## config.mk

```make
export PLATFORM = sky130hd
export DESIGN_NAME = pwm_synced_backemf_sampler_unit
export DESIGN_NICKNAME = d
export VERILOG_FILES = /design/src/design/pbs_pkg.sv /design/src/design/pbs_scale.sv /design/src/design/pwm_synced_backemf_sampler_unit.sv
export SDC_FILE = /design/constraint.sdc
export NUM_CORES = 1
export LEC_CHECK = 0
export BUFFER_PORTS_ARGS = -buffer_cell sky130_fd_sc_hd__buf_4
export CAP_MARGIN = 20
export CORE_MARGIN = 10
export CORE_UTILIZATION = 30
export DETAILED_ROUTE_END_ITERATION = 8
export PLACE_DENSITY_LB_ADDON = 0.15
export SLEW_MARGIN = 5
export SYNTH_ARGS = -nofsm -noshare
export SYNTH_HDL_FRONTEND = slang
export SYNTH_SLANG_ARGS = --single-unit
```

## constraint.sdc

```tcl
create_clock -name clk -period 6.4 [get_ports clk]
set_input_delay 1.6 -clock clk [delete_from_list [all_inputs] [get_ports clk]]
set_output_delay 1.6 -clock clk [all_outputs]
set_load 0.01 [all_outputs]
```

## src/design/pbs_pkg.sv

```systemverilog
// Shared types and constants for the PWM-synchronized back-EMF sampler.
`timescale 1ns / 1ps
`default_nettype none
package pbs_pkg;
	localparam int SAMPLE_W = 10;
	localparam int VAL_W    = 16;
	localparam int PROD_W   = SAMPLE_W + VAL_W;
	localparam int QEST_W   = VAL_W + 1;

	localparam logic [PROD_W:0] FULL_SCALE = (PROD_W + 1)'(1023);

	localparam logic [1:0] OP_BOTTOM = 2'd0;
	localparam logic [1:0] OP_TOP    = 2'd1;
	localparam logic [1:0] OP_DONE   = 2'd2;

	localparam logic [1:0] REG_PWM_TOP      = 2'd0;
	localparam logic [1:0] REG_SUPPLY_MV    = 2'd1;
	localparam logic [1:0] REG_REPORT_EVERY = 2'd2;

	localparam logic [VAL_W-1:0] PWM_TOP_RST      = 16'd1000;
	localparam logic [VAL_W-1:0] SUPPLY_MV_RST    = 16'd5000;
	localparam logic [VAL_W-1:0] REPORT_EVERY_RST = 16'd50;

	typedef struct packed {
		logic [1:0]          operation;
		logic [SAMPLE_W-1:0] sample;
	} evt_t;

	typedef struct packed {
		logic             start_conv;
		logic             conv_channel;
		logic             duty_valid;
		logic [VAL_W-1:0] duty;
		logic             report_valid;
		logic [VAL_W-1:0] on_mv;
		logic [VAL_W-1:0] emf_mv;
	} res_t;

	// stage load enables for the arithmetic pipeline
	typedef struct packed {
		logic s1;
		logic s2;
	} adv_t;

	typedef struct packed {
		logic start;
		logic chan;
		logic dvalid;
		logic rvalid;
		logic hold;
	} ctl_t;
endpackage
`default_nettype wire

```

## src/design/pbs_scale.sv

```systemverilog
// Two-stage scaling unit: raw*factor, then truncating divide by 1023.
`timescale 1ns / 1ps
`default_nettype none
module pbs_scale (
	input  wire logic                          clk,
	input  wire pbs_pkg::adv_t                 adv,
	input  wire logic [pbs_pkg::SAMPLE_W-1:0]  raw,
	input  wire logic [pbs_pkg::VAL_W-1:0]     factor,
	output logic      [pbs_pkg::VAL_W-1:0]     quo
);
	logic [pbs_pkg::PROD_W-1:0] prod_s1;
	logic [pbs_pkg::PROD_W-1:0] prod_s2;
	logic [pbs_pkg::PROD_W:0]   est_sum;
	logic [pbs_pkg::QEST_W-1:0] qest;
	logic [pbs_pkg::QEST_W-1:0] qest_s2;
	logic [pbs_pkg::PROD_W:0]   rem;
	logic [pbs_pkg::QEST_W-1:0] qfix;

	always_ff @(posedge clk) begin
		if (adv.s1) begin
			prod_s1 <= pbs_pkg::PROD_W'(raw) * pbs_pkg::PROD_W'(factor);
		end
	end

	// x/1023 ~ (x + x/2^10 + x/2^20) / 2^10, low by at most one
	always_comb begin
		est_sum = (pbs_pkg::PROD_W + 1)'(prod_s1)
			+ (pbs_pkg::PROD_W + 1)'(prod_s1 >> 10)
			+ (pbs_pkg::PROD_W + 1)'(prod_s1 >> 20);
		qest = est_sum[pbs_pkg::PROD_W:10];
	end

	always_ff @(posedge clk) begin
		if (adv.s2) begin
			prod_s2 <= prod_s1;
			qest_s2 <= qest;
		end
	end

	always_comb begin
		rem = (pbs_pkg::PROD_W + 1)'(prod_s2)
			- ({qest_s2, 10'b0} - (pbs_pkg::PROD_W + 1)'(qest_s2));
		qfix = (rem >= pbs_pkg::FULL_SCALE) ? qest_s2 + pbs_pkg::QEST_W'(1) : qest_s2;
		quo  = qfix[pbs_pkg::VAL_W-1:0];
	end
endmodule
`default_nettype wire

```

## src/design/pwm_synced_backemf_sampler_unit.sv

```systemverilog
// Top level: ADC conversion sequencer for a PWM motor driver with back-EMF reporting.
//
//   channel  dir  handshake                     payload
//   evt      in   evt_valid / evt_stall         pbs_pkg::evt_t (operation, sample)
//   res      out  res_valid / res_stall         pbs_pkg::res_t
//   cfg      in   psel/penable/pwrite/pready    paddr, pwdata, prdata
//
// One event per cycle while evt_stall is low; each transfer gives exactly one result, carried
// through the multiplier register, the divide-by-1023 correction stage and the output register.
// Sequencing state updates at accept, so back-to-back events see each other's effect.
// Three pipeline slots absorb a stalled output before evt_stall rises.
// arst_n clears sequencing state, pipeline valids and restores register defaults.
`timescale 1ns / 1ps
`default_nettype none
module pwm_synced_backemf_sampler_unit (
	input  wire logic           clk,
	input  wire logic           arst_n,
	input  wire logic           psel,
	input  wire logic           penable,
	input  wire logic           pwrite,
	input  wire logic [3:0]     paddr,
	input  wire logic [31:0]    pwdata,
	output logic      [31:0]    prdata,
	output logic                pready,
	input  wire logic           evt_valid,
	output logic                evt_stall,
	input  wire pbs_pkg::evt_t  evt,
	output logic                res_valid,
	input  wire logic           res_stall,
	output pbs_pkg::res_t       res
);
	localparam logic [1:0] PH_IDLE = 2'd0;
	localparam logic [1:0] PH_ON   = 2'd1;
	localparam logic [1:0] PH_OFF  = 2'd2;
	localparam logic [1:0] PH_POT  = 2'd3;

	logic [pbs_pkg::VAL_W-1:0] pwm_top_q;
	logic [pbs_pkg::VAL_W-1:0] supply_mv_q;
	logic [pbs_pkg::VAL_W-1:0] report_every_q;

	logic [1:0]                phase_q, phase_d;
	logic                      busy_q, busy_d;
	logic [pbs_pkg::VAL_W-1:0] pair_q, pair_d, pair_inc;
	logic [pbs_pkg::VAL_W-1:0] held_on_q;

	pbs_pkg::adv_t             adv;
	logic                      en_out;
	logic                      accept;
	logic                      cfg_wr;
	pbs_pkg::ctl_t             ctl_d, ctl_s1, ctl_s2;
	logic                      v_s1, v_s2, res_valid_q;
	logic [pbs_pkg::VAL_W-1:0] factor;
	logic [pbs_pkg::VAL_W-1:0] quo;
	pbs_pkg::res_t             res_d, res_q;

	// configuration
	assign pready = 1'b1;
	assign cfg_wr = psel && penable && pwrite && pready;

	always_ff @(posedge clk or negedge arst_n) begin
		if (!arst_n) begin
			pwm_top_q      <= pbs_pkg::PWM_TOP_RST;
			supply_mv_q    <= pbs_pkg::SUPPLY_MV_RST;
			report_every_q <= pbs_pkg::REPORT_EVERY_RST;
		end else if (cfg_wr) begin
			case (paddr[3:2])
				pbs_pkg::REG_PWM_TOP:      pwm_top_q      <= pwdata[15:0];
				pbs_pkg::REG_SUPPLY_MV:    supply_mv_q    <= pwdata[15:0];
				pbs_pkg::REG_REPORT_EVERY: report_every_q <= pwdata[15:0];
				default: ;
			endcase
		end
	end

	always_comb begin
		case (paddr[3:2])
			pbs_pkg::REG_PWM_TOP:      prdata = {16'b0, pwm_top_q};
			pbs_pkg::REG_SUPPLY_MV:    prdata = {16'b0, supply_mv_q};
			pbs_pkg::REG_REPORT_EVERY: prdata = {16'b0, report_every_q};
			default:                   prdata = 32'b0;
		endcase
	end

	// pipeline flow
	assign en_out    = !res_valid_q || !res_stall;
	assign adv.s2    = !v_s2 || en_out;
	assign adv.s1    = !v_s1 || adv.s2;
	assign evt_stall = !adv.s1;
	assign accept    = evt_valid && !evt_stall;

	// conversion sequencing
	always_comb begin
		ctl_d    = '0;
		phase_d  = phase_q;
		busy_d   = busy_q;
		pair_d   = pair_q;
		pair_inc = pair_q + pbs_pkg::VAL_W'(1);
		if (evt.operation inside {pbs_pkg::OP_BOTTOM, pbs_pkg::OP_TOP}) begin
			if (!busy_q) begin
				phase_d    = (evt.operation == pbs_pkg::OP_BOTTOM) ? PH_ON : PH_OFF;
				busy_d     = 1'b1;
				ctl_d.start = 1'b1;
				ctl_d.chan  = 1'b1;
			end
		end else if (evt.operation == pbs_pkg::OP_DONE) begin
			case (phase_q)
				PH_ON: begin
					ctl_d.hold  = 1'b1;
					ctl_d.start = 1'b1;
					phase_d     = PH_POT;
					busy_d      = 1'b1;
				end
				PH_POT: begin
					ctl_d.dvalid = 1'b1;
					phase_d      = PH_IDLE;
					busy_d       = 1'b0;
				end
				PH_OFF: begin
					phase_d = PH_IDLE;
					busy_d  = 1'b0;
					if (pair_inc >= report_every_q) begin
						pair_d       = '0;
						ctl_d.rvalid = 1'b1;
					end else begin
						pair_d = pair_inc;
					end
				end
				default: begin
					busy_d = 1'b0;
				end
			endcase
		end
	end

	assign factor = (phase_q == PH_POT) ? pwm_top_q : supply_mv_q;

	always_ff @(posedge clk or negedge arst_n) begin
		if (!arst_n) begin
			phase_q <= PH_IDLE;
			busy_q  <= 1'b0;
			pair_q  <= '0;
		end else if (accept) begin
			phase_q <= phase_d;
			busy_q  <= busy_d;
			pair_q  <= pair_d;
		end
	end

	always_ff @(posedge clk or negedge arst_n) begin
		if (!arst_n) begin
			v_s1        <= 1'b0;
			v_s2        <= 1'b0;
			res_valid_q <= 1'b0;
		end else begin
			if (adv.s1) begin
				v_s1 <= accept;
			end
			if (adv.s2) begin
				v_s2 <= v_s1;
			end
			if (en_out) begin
				res_valid_q <= v_s2;
			end
		end
	end

	always_ff @(posedge clk) begin
		if (adv.s1) begin
			ctl_s1 <= ctl_d;
		end
		if (adv.s2) begin
			ctl_s2 <= ctl_s1;
		end
	end

	pbs_scale u_scale (
		.clk    (clk),
		.adv    (adv),
		.raw    (evt.sample),
		.factor (factor),
		.quo    (quo)
	);

	// result assembly
	always_comb begin
		res_d              = '0;
		res_d.start_conv   = ctl_s2.start;
		res_d.conv_channel = ctl_s2.start && ctl_s2.chan;
		res_d.duty_valid   = ctl_s2.dvalid;
		res_d.report_valid = ctl_s2.rvalid;
		if (ctl_s2.dvalid) begin
			res_d.duty = quo;
		end
		if (ctl_s2.rvalid) begin
			res_d.on_mv  = held_on_q;
			res_d.emf_mv = (quo <= supply_mv_q) ? supply_mv_q - quo : '0;
		end
	end

	always_ff @(posedge clk or negedge arst_n) begin
		if (!arst_n) begin
			held_on_q <= '0;
		end else if (en_out && v_s2 && ctl_s2.hold) begin
			held_on_q <= quo;
		end
	end

	always_ff @(posedge clk) begin
		if (en_out) begin
			res_q <= res_d;
		end
	end

	assign res_valid = res_valid_q;
	assign res       = res_q;

	// checks
	assert property (@(posedge clk) disable iff (!arst_n)
		res_valid |-> $onehot0({res.start_conv, res.duty_valid, res.report_valid}))
		else $error("more than one result kind flagged");

	assert property (@(posedge clk) disable iff (!arst_n)
		1'b1 |-> (busy_q == (phase_q != PH_IDLE)))
		else $error("converter busy flag disagrees with phase");

	assert property (@(posedge clk) disable iff (!arst_n)
		evt_stall |-> (v_s1 && v_s2 && res_valid_q))
		else $error("event stalled with a free pipeline slot");

	assert property (@(posedge clk) disable iff (!arst_n)
		accept |=> v_s1)
		else $error("accepted event lost from first stage");
endmodule
`default_nettype wire

```

==> metrics.txt, run 1 <==
status=complete, no violations; largest net degree at the start of global routing=67; first-pass GRT wire length=about 80000 um; number of synthesized flops with an enable pin=131; DRT Wirelength=between 40000 and 50000 um; Synth top area share=roughly 22%; H-tree depth=1; reg2reg start=phase_q[1]; Sum Neg Setup Slack=0 ns; clk slew on worst S/H paths=roughly 0.060 ns; type of origin of the critical path=input pin; global route total overflow=0; DRT iter0 DRCs=slightly above 600; Hold Crit Depth=0; First-pass DRT Iterations=5; fill count=between 5000 and 6000; die width=between 200 and 300 um; Yosys warning total=0; reg-to-reg endpoint=u_scale.prod_s1[25]; n_diodes=0; Endpoint, Worst Hold=ctl_s2[0]; Async SR Flop Fraction=roughly two fifths; Setup CP Type=in -> reg; setup slack, reg-to-reg=about 0.2 ns; GPL Wtd Cong=~0.84; worst-skew pair later-pin latency=0.55 ns; synthesis-stage register bit count=~220; worst-margin pin slew=0.890 ns; number of remaining DRC errors=0; max_cap viols=0; hold_buf cts=0; core box area=around 59000 um^2; post-synth top area cell=edfxtp_1; drt via density=approximately 4.8; TritonCTS Buffers=26; TritonCTS clock tree=done; Final Cycle Share=between 90% and 100%; Die Ht=approximately 270 um; via count of the first global-routing pass=13700; routed len/inst=roughly 18 um; Worst Path Max Fanout=11; max-slew violations=0; area delta synth->final=20.7%; Initial Util=between 30% and 40%; I/O pins=142; Seq/Total Area, Yosys=33.8%; final design utilization=around 37%; Layout Nets=about 2400; final worst setup slack=around 0.16 ns; Top FF cell, synth=edfxtp_1; Final Hold Fails=0; Longest Clk Path Bufs=3; R2R depth=20; hold slack=approximately 0.42 ns; pre-CTS setup slack=-0.435 ns; Hold WC Path Type=reg -> reg; synthesized area=18100 um^2; clock sinks=217; Final min period=about 6.2 ns; fmax=about 160 MHz; Critical Path End Type=flop; Critical Path AT=~6.5 ns; via count=13500; Tot GR Track Use=a little over an eighth; CTS Root Cell=clkbuf_16; register area=just over 6000 um^2; Multi-input gate area=around 11000 um^2; final setup fails=0; I/O Buffers=106; largest cells by area after synthesis=edfxtp_1, fa_1, ha_1; worst relative slew slack=about two fifths; initial antenna violation count=1; Syn Inst Count=1797; min-delay src=ctl_s1[0]; Detail Route Antenna Nets=0; detailed placement HPWL=39800 um; clk_skew=approximately 0.033 ns; Critical Path RT=about 6.7 ns; Site Rows=89; Die Area=70400 um^2; syn_area_per_cell=approximately 10 um^2; share of layout cells above drive strength 1=between 20% and 30%; synth unique cells=79
[per-layer routing]
| metal | GRT usage, % | vias up | wire length [um] |
|---|---|---|---|
| li1 | - | 6570 | - |
| met1 | 19.2 | 6636 | 24100 |
| met2 | 22.5 | 203 | 23000 |
| met3 | 1.48 | 50 | 1400 |
| met4 | 2.75 | 0 | 843 |
| met5 | 0 | - | 0 |
[worst max-delay path by stage]
stage                        start                   to  slack (ns)  cells after the start
5_1_grt        u_scale.qest_s2[12]              res[13]       -0.04                     26
3_3_place_gp                evt[1]  u_scale.prod_s1[25]       -0.39                     18
2_1_floorplan               evt[1]  u_scale.prod_s1[25]       -0.04                     17
6_report                    evt[9]  u_scale.prod_s1[25]        0.16                     17
3_5_place_dp                evt[9]  u_scale.prod_s1[25]       -0.44                     17
4_1_cts         u_scale.qest_s2[2]              res[13]       0.007                     23
[per-stage QoR]
step	cell area, um^2	instances
after floorplan	18300	1812
after CTS	21400	2787
after global placement	20600	2738
after global routing	21800	2803
after detailed placement	20600	2739
final	21800	2803
[sequential cells by signal, indices dropped and copies added (netlist names)]
name	count
ctl_s2	5
busy_q	1
report_every_q	16
phase_q	2
supply_mv_q	16
held_on_q	16
res_valid	1
v_s2	1
u_scale.qest_s2	17
u_scale.prod_s1	26
ctl_s1	5
pwm_top_q	16
u_scale.prod_s2	26
res	52
v_s1	1
pair_q	16
[critical path: stages]
cell      delay [ns]
buf_4           0.15
buf_4           0.20
nand2_1         0.10
fa_1            0.55
inv_1           0.06
fa_1            0.51
fa_1            0.53
fa_1            0.55
fa_1            0.51
ha_1            0.22
or3_1           0.37
o211ai_1        0.24
a41o_1          0.27
a211oi_2        0.10
a311o_1         0.34
a21oi_2         0.13
xnor2_1         0.08
[cells in the final DEF, fill, tap and decap left out, types with 14 or more instances in the layout]
cell / count
buf_4: 231
inv_1: 193
nand2_1: 175
ha_1: 156
edfxtp_1: 131
fa_1: 122
and2_1: 102
nor2_1: 89
o21ai_0: 83
dfrtp_1: 72
a21oi_1: 67
xnor2_1: 62
mux2_2: 50
nand3_1: 40
a21o_1: 35
nor2b_1: 28
clkbuf_16: 26
and3_1: 23
xor2_1: 19
conb_1: 17
nand4_1: 16
mux2i_1: 16
nand2b_1: 15
nor3_1: 14
dfstp_2: 14
[cells by family after synthesis]
| kind of cell | after synthesis | synth area share, % |
|---|---|---|
| AND/OR/NAND/NOR | 553 | 15.1 |
| buffers and inverters | 265 | 5.89 |
| other | 2 | 0.0416 |
| multiplexers | 74 | 4.50 |
| XOR/XNOR | 89 | 4.36 |
| AO/OA/AOI/OAI | 309 | 11.2 |
| flip-flops | 217 | 33.8 |
| adder cells (fa/ha/maj) | 288 | 25.0 |
[layout make-up]
cell class	count	share of cell area, %
Clock buffer	30	3.05
Clock inverter	18	0.872
Inverter	196	3.37
Multi-Input combinational cell	1330	51.7
Sequential cell	217	28.0
Tap cell	773	4.44
Timing Repair Buffer	239	8.53
[timing repair]
item,4_1_cts,5_1_grt
cloned,0,0
setup buffers,0,15
pin swaps,0,20
gates resized for setup,1,51
setup endpoints to repair,1,19
[synth_stat cells (6+ instances only)]
library cell,n
buf_4,18
clkbuf_1,48
ha_1,164
or3_1,11
dfstp_2,14
inv_1,196
nor2_1,92
nand2b_1,15
o21ai_0,83
a21oi_1,75
nand2_1,183
dfrtp_1,72
o2bb2ai_1,6
xor2_1,20
and3_1,23
a21o_1,35
xnor2_1,68
nand3_1,42
fa_1,123
o21bai_1,9
mux2i_1,16
and2_1,102
nor2b_1,28
nand4_1,16
o211ai_1,11
mux2_2,58
edfxtp_1,131
o21a_1,13
nor3_1,16
a211oi_1,12
Power of run 1 is left out: the tool's default activity adds up to more than one toggle a clock period on the data nets, which glitch-free logic cannot reach.
==> run 2, diff against run 1 <==
Settings changed: CORE_UTILIZATION 30 to 56.
==> metrics.txt, run 2 (synthesis results as in run 1) <==
status=complete, no violations; global route total overflow=0; Hold WC Path Type=reg -> reg; initial antenna violation count=1; Layout Nets=about 2400; I/O pins=142; commonest non-fill, non-tap cell in the layout=buf_4; Critical Path RT=approximately 6.7 ns; Initial Util=57.0%; Detail Route Antenna Nets=0; die width=200 um; DRT iter0 DRCs=800; CTS Root Cell=clkbuf_16; largest net degree at the start of global routing=around 70; GPL Wtd Cong=~0.9; Die Area=around 40000 um^2; final setup fails=0; Final Cycle Share=between 90% and 100%; Longest Clk Path Bufs=3; max FFs per register=52; via count=between 10000 and 15000; fill count=between 2000 and 2500; number of remaining DRC errors=0; n_diodes=0; via count of the first global-routing pass=13800; worst relative slew slack=32.7%; TritonCTS clock tree=done; drt via density=5.60; clk slew on worst S/H paths=0.06 ns; Site Rows=65; detailed placement HPWL=roughly 36000 um; clk_skew=0.0211 ns; core box area=between 30000 and 40000 um^2; max-slew violations=0; TritonCTS Buffers=24; worst-margin pin slew=1.01 ns; First-pass DRT Iterations=5; Final min period=6.20 ns; Die Ht=about 200 um; commonest cells after routing, fill and taps aside=buf_4, inv_1, nand2_1; I/O Buffers=about 110; hold slack=~0.42 ns; H-tree depth=1; routed len/inst=between 15 and 20 um; Sum Neg Setup Slack=0 ns; clock sinks=between 200 and 250; max_cap viols=0; type of origin of the critical path=input pin; share of layout cells above drive strength 1=about 22%; Critical Path AT=between 6 and 7 ns; fmax=roughly 160 MHz; Worst Path Max Fanout=5; DRT Wirelength=about 45000 um; worst-skew pair later-pin latency=0.52 ns; Critical Path End Type=flop; Tot GR Track Use=about 22%; hold_buf cts=0; Setup CP Type=in -> reg; first-pass GRT wire length=roughly 71000 um; Final Hold Fails=0; area delta synth->final=19.2%
-- run 2: cell count changes in the layout (fill, tap and decap cells not counted), sizes merged --
| cell | change |
|---|---|
| buf | +29 |
| clkinv | -5 |
| clkinvlp | +2 |
| bufinv | +1 |
| clkbuf | -1 |
| inv | -1 |
-- run 2: through the flow --
stage | cells | area [um^2] | util, % | worst slack [ns]
after floorplan | 1812 | 18300 | - | -0.0435
after global placement | 2397 | 20300 | 64.1 | -0.309
after detailed placement | 2397 | 20300 | 64.1 | -0.401
after CTS | 2441 | 21200 | 66.7 | 0.00649
after global routing | 2457 | 21500 | 67.9 | -0.0759
final | 2457 | 21500 | 67.9 | 0.205
-- run 2: cell type report --
cell class              instances  area [um^2]  area share [%]
multi-input cells            1330        11300            52.5
flip-flops and latches        217         6100            28.3
repair buffers                268         2060            9.57
inverters                     196          736            3.42
clock buffers                  29          641            2.97
well taps                     402          503            2.33
clock inverters                15          180           0.836
-- run 2: worst max-delay path, cell delays in order --
cell	delay, ns
buf_4	0.14
and2_1	0.16
fa_1	0.54
inv_1	0.06
fa_1	0.55
fa_1	0.44
fa_1	0.49
inv_1	0.05
fa_1	0.36
ha_2	0.20
or3_4	0.33
or3_4	0.40
o211ai_1	0.22
a41o_1	0.26
a211oi_2	0.10
a311o_1	0.34
a21oi_2	0.14
xnor2_1	0.08
-- run 2: worst paths after layout --
kind | slack, ns | depth (start not counted) | to | from
max | 0.20 | 18 | u_scale.prod_s1[25] | evt[7]
min | 0.42 | 0 | ctl_s2[1] | ctl_s1[1]
max reg2reg | 0.26 | 29 | res[13] | u_scale.qest_s2[2]
min reg2reg | 0.42 | 0 | ctl_s2[1] | ctl_s1[1]
max in group asynchronous | 4.28 | 2 | pair_q[12] | arst_n
min in group asynchronous | 0.95 | 1 | held_on_q[1] | arst_n
-- run 2: metal layers --
layer	vias up	routed length [um]	track usage, %
li1	6604	-	-
met3	90	2190	3.08
met2	374	22400	38.2
met4	2	1370	6.67
met5	-	13	0
met1	6700	18800	28.6
-- run 2: repair_timing --
item / in CTS / in global routing
setup endpoints to repair: 16 / 18
gates resized for setup: 2 / 52
pin swaps: 0 / 21
buffers inserted: 0 / 14
Power of run 2 is left out for the same reason.
==> run 3, diff against run 2 <==
Settings changed: CELL_PAD_IN_SITES_DETAIL_PLACEMENT set to 1, CELL_PAD_IN_SITES_GLOBAL_PLACEMENT set to 1, CORE_UTILIZATION 56 to 44, SLEW_MARGIN 5 to unset.
==> metrics.txt, run 3 (synthesis results as in run 1) <==
via count of the first global-routing pass=15400; routed len/inst=20.3 um; I/O Buffers=106; CP max stage cell=or4_4; Die Ht=roughly 220 um; core box area=roughly 40000 um^2; TritonCTS Buffers=26; Critical Path RT=~6.7 ns; share of layout cells above drive strength 1=23.1%; I/O pins=around 140; Critical Path AT=between 6 and 7 ns; final setup fails=0; commonest non-fill, non-tap cell in the layout=buf_4; max_cap viols=0; Die Area=slightly below 50000 um^2; Setup CP Type=reg -> reg; TritonCTS clock tree=done; Site Rows=74; initial antenna violation count=0; area delta synth->final=20.8%; DRT Wirelength=52800 um; drt via density=~5.4; Layout Nets=~2400; clock sinks=217; fmax=~160 MHz; Final Hold Fails=0; Critical Path End Type=flop; Worst Path Max Fanout=4; number of remaining DRC errors=0; Hold WC Path Type=reg -> reg; first-pass GRT wire length=roughly 84000 um; largest net degree at the start of global routing=67; Final Cycle Share=around 97%; Initial Util=between 40% and 50%; crit path capture=res[14]; reg2reg start=u_scale.qest_s2[2]; setup slack, reg-to-reg=~0.21 ns; type of origin of the critical path=flop; CTS Root Cell=clkbuf_16; reg-to-reg endpoint=res[14]; DRT iter0 DRCs=~680; clk_skew=between 0.02 and 0.025 ns; clk slew on worst S/H paths=~0.060 ns; Detail Route Antenna Nets=0; worst-skew pair later-pin latency=around 0.55 ns; Final min period=around 6.2 ns; worst-margin pin slew=between 0.9 and 1 ns; hold_buf cts=0; R2R depth=26; commonest cells after routing, fill and taps aside=buf_4, inv_1, nand2_1; status=complete, no violations; CP peak stage delay=between 0.5 and 0.6 ns; via count=14000; max-slew violations=0; H-tree depth=1; max FFs per register=between 50 and 60; Longest Clk Path Bufs=3; global route total overflow=0; Tot GR Track Use=between 20% and 30%; GPL Wtd Cong=around 0.85; Inst Count DP=2534; worst relative slew slack=approximately 33%; n_diodes=0; detailed placement HPWL=~43000 um; First-pass DRT Iterations=5; die width=around 220 um; launch point of the worst path=u_scale.qest_s2[2]; final non-filler cell total=2597
==> run 3: cell type report <==
class,count,area (um^2)
inverters,196,736
repair buffers,274,2100
multi-input cells,1330,11400
clock buffers,34,701
clock inverters,14,143
well taps,532,666
flip-flops and latches,217,6110
fillers,4562,18900
==> run 3: worst min-delay path by stage <==
stage / startpoint / cells past startpoint / endpoint / slack [ns]
finish: ctl_s1[1] / 0 / ctl_s2[1] / 0.43
global route: ctl_s1[1] / 0 / ctl_s2[1] / 0.44
CTS: ctl_s1[1] / 0 / ctl_s2[1] / 0.43
detailed placement: ctl_s1[3] / 0 / ctl_s2[3] / 0.41
global placement: ctl_s1[1] / 0 / ctl_s2[1] / 0.40
floorplan: ctl_s1[0] / 0 / ctl_s2[0] / 0.40
==> run 3: layer usage <==
layer | vias up | GRT usage, % | wire length, um
met1 | 7052 | 26.0 | 22400
met2 | 236 | 37.4 | 27000
met5 | - | 0 | 0
li1 | 6624 | - | -
met3 | 82 | 2.10 | 1870
met4 | 0 | 5.88 | 1520
==> run 3: metrics by stage <==
step                setup slack, ns  area [um^2]  util, %  TNS [ns]  hold slack [ns]
floorplan                   -0.0435        18300        -   -0.0435            0.400
global placement             -0.351        20500     50.4     -2.35            0.402
detailed placement           -0.461        20500     50.4     -5.70            0.412
CTS                         0.00271        21400     52.6         0            0.428
global route                -0.0239        21800     53.6   -0.0287            0.438
finish                        0.208        21800     53.6         0            0.425
==> run 3: critical path, delay by kind of cell, from the launching register on <==
family	cells	cell delay, ns
XOR/XNOR	1	0.53
AO/OA/AOI/OAI	8	1.41
buffers and inverters	5	0.65
AND/OR/NAND/NOR	9	1.90
adder cells (fa/ha/maj)	3	1.00
flip-flops	1	0.44
==> run 3: timing repair <==
action	in CTS	in global routing
gates cloned	0	1
pin swaps	0	20
endpoints found under the setup margin	16	18
resized for setup	13	61
buffers inserted	0	14
Power of run 3 is left out for the same reason.
